File: src/sv/ilist_pkg.sv
// ----------------------------------------------------------------------------
// ilist_pkg
// Command codes, default capacity and the control bundle for the list cells.
// ----------------------------------------------------------------------------
`timescale 1ns / 1ps
`default_nettype none

package ilist_pkg;

  // Default number of list entries
  localparam int unsigned IlistCapacity = 32;

  // Width of the command field
  localparam int unsigned CmdW = 2;

  // Command codes
  localparam logic [CmdW-1:0] CMD_INSERT = 2'd0;
  localparam logic [CmdW-1:0] CMD_ERASE  = 2'd1;
  localparam logic [CmdW-1:0] CMD_SEARCH = 2'd2;

  // Per-request control broadcast to every cell
  typedef struct packed {
    logic ins;   // insert accepted and legal
    logic ers;   // erase accepted and legal
    logic srch;  // search accepted
  } ilist_ctrl_t;

endpackage

`default_nettype wire

File: src/sv/ilist_cell.sv
// ----------------------------------------------------------------------------
// ilist_cell
// One list entry: shifts up on insert, down on erase, compares on search.
// ----------------------------------------------------------------------------
`timescale 1ns / 1ps
`default_nettype none

module ilist_cell import ilist_pkg::*; #(
  parameter int unsigned CNT_W = 6,
  parameter int unsigned INDEX = 0
) (
  input  wire logic                clk_i,
  input  wire logic                rst_ni,
  input  wire ilist_ctrl_t         ctrl_i,
  input  wire logic [CNT_W-1:0]    pos_i,
  input  wire logic [CNT_W-1:0]    count_i,
  input  wire logic signed [31:0]  value_i,
  input  wire logic signed [31:0]  left_i,
  input  wire logic signed [31:0]  right_i,
  output logic signed [31:0]       entry_o,
  output logic                     match_o
);

  localparam logic [CNT_W-1:0] Idx = CNT_W'(INDEX);

  logic signed [31:0] entry_q, entry_d;
  logic               match_q, match_d;
  logic               at_or_above;

  assign at_or_above = (Idx >= pos_i);

  // Pick the new entry from value, lower neighbour or upper neighbour
  always_comb begin
    entry_d = entry_q;
    if (ctrl_i.ins && at_or_above) begin
      entry_d = (Idx == pos_i) ? value_i : left_i;
    end else if (ctrl_i.ers && at_or_above) begin
      entry_d = right_i;
    end
  end

  // Compare only live entries
  assign match_d = ctrl_i.srch && (Idx < count_i) && (entry_q == value_i);

  // Hold the entry; no reset, contents are undefined until written
  always_ff @(posedge clk_i) begin
    entry_q <= entry_d;
  end

  // Register the compare result
  always_ff @(posedge clk_i or negedge rst_ni) begin
    if (!rst_ni) begin
      match_q <= 1'b0;
    end else begin
      match_q <= match_d;
    end
  end

  assign entry_o = entry_q;
  assign match_o = match_q;

endmodule

`default_nettype wire

File: src/sv/indexed_list_insert_erase_search.sv
// ----------------------------------------------------------------------------
// indexed_list_insert_erase_search
// Ordered list of signed 32-bit values with insert, erase and search.
// ----------------------------------------------------------------------------
// A request is taken on a rising edge with start_i high and busy_o low; busy_o
// is high only in the first cycle after reset, so one request can be issued
// every cycle. Each request gives exactly one result, shown for one cycle with
// done_o high in the cycle right after the request. The list lives in a row of
// CAPACITY cells, each holding one entry and shifting to its neighbour, so
// insert and erase take effect at the edge that accepts them; search compares
// all cells at that same edge and ORs the registered matches in the result
// cycle. The receiver cannot stall, so results must be taken as shown.
`timescale 1ns / 1ps
`default_nettype none

module indexed_list_insert_erase_search import ilist_pkg::*; #(
  parameter int unsigned CAPACITY = IlistCapacity,
  localparam int unsigned CNT_W   = $clog2(CAPACITY + 1)
) (
  input  wire logic                clk_i,
  input  wire logic                rst_ni,
  input  wire logic                start_i,
  output logic                     busy_o,
  input  wire logic [CmdW-1:0]     cmd_i,
  input  wire logic [CNT_W-1:0]    position_i,
  input  wire logic signed [31:0]  item_value_i,
  output logic                     done_o,
  output logic                     ok_o,
  output logic [CNT_W-1:0]         count_now_o
);

  localparam logic [CNT_W-1:0] CapC = CNT_W'(CAPACITY);

  logic               busy_q;
  logic               accept;
  logic [CNT_W-1:0]   count_q, count_d;
  logic               done_q;
  logic               ok_q, ok_d;
  logic               srch_q;
  ilist_ctrl_t        ctrl;
  logic signed [31:0] entry_w [CAPACITY];
  logic [CAPACITY-1:0] match_w;

  assign accept = start_i && !busy_q;

  // Decode the request and check its position against the count
  always_comb begin
    ctrl.ins  = accept && (cmd_i == CMD_INSERT) && (position_i <= count_q)
                && (count_q != CapC);
    ctrl.ers  = accept && (cmd_i == CMD_ERASE) && (position_i < count_q);
    ctrl.srch = accept && (cmd_i == CMD_SEARCH);
    ok_d      = ctrl.ins || ctrl.ers;
    count_d   = count_q;
    if (ctrl.ins) begin
      count_d = count_q + 1'b1;
    end else if (ctrl.ers) begin
      count_d = count_q - 1'b1;
    end
  end

  // Row of cells, each wired to its neighbours; an end cell takes its own entry in place of the missing one
  for (genvar g = 0; g < CAPACITY; g++) begin : g_cell
    logic signed [31:0] left_w, right_w;
    if (g == 0) begin : g_first
      assign left_w = entry_w[g];
    end else begin : g_left
      assign left_w = entry_w[g-1];
    end
    if (g == CAPACITY - 1) begin : g_last
      assign right_w = entry_w[g];
    end else begin : g_right
      assign right_w = entry_w[g+1];
    end

    ilist_cell #(
      .CNT_W (CNT_W),
      .INDEX (g)
    ) u_cell (
      .clk_i   (clk_i),
      .rst_ni  (rst_ni),
      .ctrl_i  (ctrl),
      .pos_i   (position_i),
      .count_i (count_q),
      .value_i (item_value_i),
      .left_i  (left_w),
      .right_i (right_w),
      .entry_o (entry_w[g]),
      .match_o (match_w[g])
    );
  end

  // Advance count and result registers; busy_q holds off requests until the first edge out of reset
  always_ff @(posedge clk_i or negedge rst_ni) begin
    if (!rst_ni) begin
      busy_q  <= 1'b1;
      count_q <= '0;
      done_q  <= 1'b0;
      ok_q    <= 1'b0;
      srch_q  <= 1'b0;
    end else begin
      busy_q  <= 1'b0;
      count_q <= count_d;
      done_q  <= accept;
      ok_q    <= ok_d;
      srch_q  <= ctrl.srch;
    end
  end

  // Search result is the OR of the registered cell matches
  assign busy_o      = busy_q;
  assign done_o      = done_q;
  assign ok_o        = srch_q ? (|match_w) : ok_q;
  assign count_now_o = count_q;

endmodule

`default_nettype wire

File: config.mk
export PLATFORM = sky130hd
export DESIGN_NAME = indexed_list_insert_erase_search
export DESIGN_NICKNAME = d
export VERILOG_FILES = /design/src/sv/ilist_pkg.sv /design/src/sv/ilist_cell.sv /design/src/sv/indexed_list_insert_erase_search.sv
export SDC_FILE = /design/constraint.sdc
export NUM_CORES = 2
export LEC_CHECK = 0
export BUFFER_PORTS_ARGS = -buffer_cell sky130_fd_sc_hd__clkbuf_2
export CORE_ASPECT_RATIO = 0.5
export CORE_MARGIN = 3
export CORE_UTILIZATION = 60
export DETAILED_ROUTE_END_ITERATION = 16
export PLACE_DENSITY = 0.76
export SLEW_MARGIN = 10
export SYNTH_ARGS = -nofsm -noshare
export SYNTH_HDL_FRONTEND = slang
export SYNTH_HIERARCHICAL = 1
export SYNTH_SLANG_ARGS = --single-unit
File: constraint.sdc
create_clock -name clk_i -period 8.3 [get_ports clk_i]
set_input_delay 1.66 -clock clk_i [delete_from_list [all_inputs] [get_ports clk_i]]
set_output_delay 1.66 -clock clk_i [all_outputs]
set_load 0.02 [all_outputs]
==> results.yml <==
clock_tree:
  clock_tree.htree_level_count: 3
  tritoncts: "done"
  numCtsBuffers: 99
  cts-root-buf: "sky130_fd_sc_hd__clkbuf_16"
  cts_buffer_depth: 3
  clk_transition_reported_paths_ns: 0.07
  post_cts_resized: 0
  cts_hold_repair.buffers: 0
  post_cts_setup_buffers: 0
  clock_sink_count: 1066
  clock_latency_ns: 0.74
placement:
  place.gp.congestion: 0.973
  io_buffer_count: 51
  placed_cell_area_um2: 69400
  dpl.hpwl_um: 149000
drt:
  detail_route.first_pass.iterations: 6
  route.final.wire_length_um: 227000
  routed_length_per_instance_um: 30.0
  post-route-drc-count: 0
  per_cell_via_count_in_the_routed_design: 6.90
  antenna_violating_nets_post_route: 0
  num_vias: 52300
  detailedRoute.firstIterationViolations: 8127
setup_path:
  worstPathCellList: "nor4_1 -> nand2_1 -> nor4_1 -> a21oi_1 -> clkbuf_2"
  worstSetupEndpointType: "output pin"
  reg2reg_depth: 10
  worstPathArrival_ns: 3.57
  path_common_cell: "sky130_fd_sc_hd__nor4_1"
  crit_end: "ok_o"
  timing.rr.start: "count_now_o[2]"
  worst_setup_path_start_kind: "flip-flop"
  critPathLaunch: "g_cell[17].u_cell/match_o"
  critPathMaxFanout: 1
  critical_path_required_ns: 6.64
  path_type_of_the_worst_setup_path: "flip-flop to output pin"
  delay_contributed_by_the_slowest_stage_of_the_critical_path_ns: 1.06
  timing.reg2reg.setup_slack_ns: 3.76
  worst_r2r_endpoint: "g_cell[25].u_cell/entry_o[29]"
  cell_with_the_largest_stage_delay_on_the_worst_path: "sky130_fd_sc_hd__nor4_1"
power_and_ir_drop:
  pwr_density_cell_nw_per_um2: 174
  ir_drop_uv: 167
  power.leakage_uw: 0.0296
yosys:
  number_of_storage_elements_in_the_synthesis_netlist: 1066
  synth.largest_area_cell: "sky130_fd_sc_hd__edfxtp_1"
  synth_adder_area_share_pct: 0.212
  syn-mean-instance-area_um2: 11.4
  synthTopCellsByCount: "sky130_fd_sc_hd__edfxtp_1, sky130_fd_sc_hd__mux2i_1, sky130_fd_sc_hd__xor2_1"
  synth.cell_area_um2: 68500
  synth_ff_type: "sky130_fd_sc_hd__edfxtp_1"
  syn_inst: 6020
  synth-compound-area-share_pct: 9.21
  synth.mux.area_fraction_pct: 16.8
  synth_top_family_by_area: "multiplexers"
  synth_top_cell_area_share_pct: 44.9
  warnings_from_yosys: 6
  mappedNetlistNets: 6074
  parity_gate_share_of_the_synthesized_area_counting_xor_and_xnor_cells_pct: 13.1
  post_synth_main_area_contributors: "sky130_fd_sc_hd__edfxtp_1, sky130_fd_sc_hd__mux2i_1, sky130_fd_sc_hd__xor2_1"
  yosys.cell_count.top_type: "sky130_fd_sc_hd__edfxtp_1"
  synth_sequential_area_ratio_pct: 46.5
  number_of_distinct_library_cell_variants_in_the_gate_level_netlist_after_synthesis: 103
  number_of_synthesized_flops_with_an_enable_pin: 1024
  area_share_of_and_or_nand_nor_cells_after_synthesis_pct: 10.7
  fraction_of_registers_with_async_set_reset_pct: 3.94
die:
  fp.coreArea_um2: 112000
  num_rows: 86
  starting_density_of_the_core_pct: 61.3
  die_area_um2: 118000
  boundaryPins: 52
  fp.dieW_um: 484
  die_h_um: 245
timing:
  report.final.setup_viol: 0
  final-hold-violation-count: 0
  min_period_over_period_pct: 63.0
  timing.clock.skew_ns: 0.0222
  report.final.slew_viol_count: 0
  fmax_mhz: 191
  tightestPinTransition_ns: 1.31
  max_slew_margin_pct: 11.5
  period_needed_ns: 5.23
  setup_tns_ns: 0
  rsz_0062_raised_after_global_routing: "no"
layout:
  layout.cell_area.non_filler_um2: 72600
  drive_above_1_share_pct: 12.6
  flow.area_growth_from_synthesis_pct: 6.01
  layout.nets: 6055
flow_run:
  maxCapViolCount: 0
grt:
  overflow: 0
  grt_antenna_before_repair: 3
  grtUsageTotal_pct: 37.2
  first_pass_grt_wire_length_um: 334000
  maximum_number_of_pins_on_one_net_before_global_route_repair: 65
  first_global_vias: 50800
min_path:
  timing.hold.worst.class: "flip-flop to flip-flop"
status:
  outcome: "finished clean"
==> final cells by class <==
cell class	instances	area (µm²)
flip-flops and latches	1066	31800
fillers	8505	39100
inverters	28	105
well taps	1496	1870
diodes	1	2.50
multi-input cells	4634	34300
repair buffers	172	1280
clock inverters	29	248
clock buffers	153	2930
==> power breakdown <==
group	internal, µW	switching [µW]
combinational	510	1260
sequential	6010	168
clock	2550	2170
total	9060	3600
==> flip-flops by register name (all words and copies together) (netlist names) <==
register	flops
busy_o	1
count_now_o	6
done_o	1
g_cell.u_cell/entry_o	1024
g_cell.u_cell/match_o	32
ok_q	1
srch_q	1
==> metrics by stage <==
stage	hold slack, ns	power, µW	worst slack, ns	instances	util, %
after floorplan	0.545	7110	1.37	6020	-
after global placement	0.524	7900	2.70	7396	62.1
after detailed placement	0.562	7950	2.60	7396	62.1
after CTS	0.565	12600	3.39	7578	65.0
after global routing	0.595	12900	2.93	7578	65.0
final	0.564	12700	3.07	7579	65.0
==> worst max-delay path: cells and delay by family (launching register included) <==
family | cells | cell delay [ns]
and+or+nand+nor | 3 | 1.91
buffers and inverters | 1 | 0.25
DFF | 1 | 0.40
AOI/OAI and AO/OA | 1 | 0.28
==> logic make-up after synthesis <==
logic type | count (synthesis)
AO/OA/AOI/OAI | 1050
XOR/XNOR | 1022
adder cells (fa/ha/maj) | 11
buffers and inverters | 320
flip-flops | 1066
multiplexers | 1093
other | 1
AND/OR/NAND/NOR | 1457
==> worst min-delay path by stage <==
stage	start	to	slack [ns]	cells after the start
finish	busy_o	done_o	0.56	1
global route	busy_o	done_o	0.60	1
CTS	busy_o	done_o	0.56	1
detailed placement	count_now_o[4]	count_now_o[4]	0.56	2
global placement	busy_o	done_o	0.52	1
floorplan	g_cell[27].u_cell/entry_o[26]	g_cell[26].u_cell/entry_o[26]	0.55	2
==> routing by layer <==
metal  wire length, µm  global-route usage [%]  vias to the layer above
li1                  -                       -                    22000
met4             10800                    15.3                        2
met5                13                       0                        -
met2             98000                    55.5                     4073
met1             86100                    50.3                    25500
met3             32500                    12.0                      730
==> layout by cell type, fill, tap and decap left out, types with 60 or more instances in the layout <==
| cell | synthesis | layout |
|---|---|---|
| sky130_fd_sc_hd__o21ai_0 | 60 | 60 |
| sky130_fd_sc_hd__nor2_1 | 340 | 339 |
| sky130_fd_sc_hd__a21oi_2 | 89 | 89 |
| sky130_fd_sc_hd__xor2_1 | 912 | 912 |
| sky130_fd_sc_hd__mux2_2 | 63 | 63 |
| sky130_fd_sc_hd__mux2i_1 | 932 | 932 |
| sky130_fd_sc_hd__nor4_1 | 217 | 217 |
| sky130_fd_sc_hd__clkbuf_16 | 0 | 103 |
| sky130_fd_sc_hd__o21ai_2 | 65 | 65 |
| sky130_fd_sc_hd__edfxtp_1 | 1024 | 1024 |
| sky130_fd_sc_hd__o21ai_1 | 490 | 490 |
| sky130_fd_sc_hd__a21oi_1 | 250 | 250 |
| sky130_fd_sc_hd__buf_4 | 21 | 155 |
| sky130_fd_sc_hd__xnor2_1 | 110 | 110 |
| sky130_fd_sc_hd__mux2_4 | 91 | 91 |
| sky130_fd_sc_hd__nand2_1 | 629 | 628 |
(Power assumes the default switching activity.)
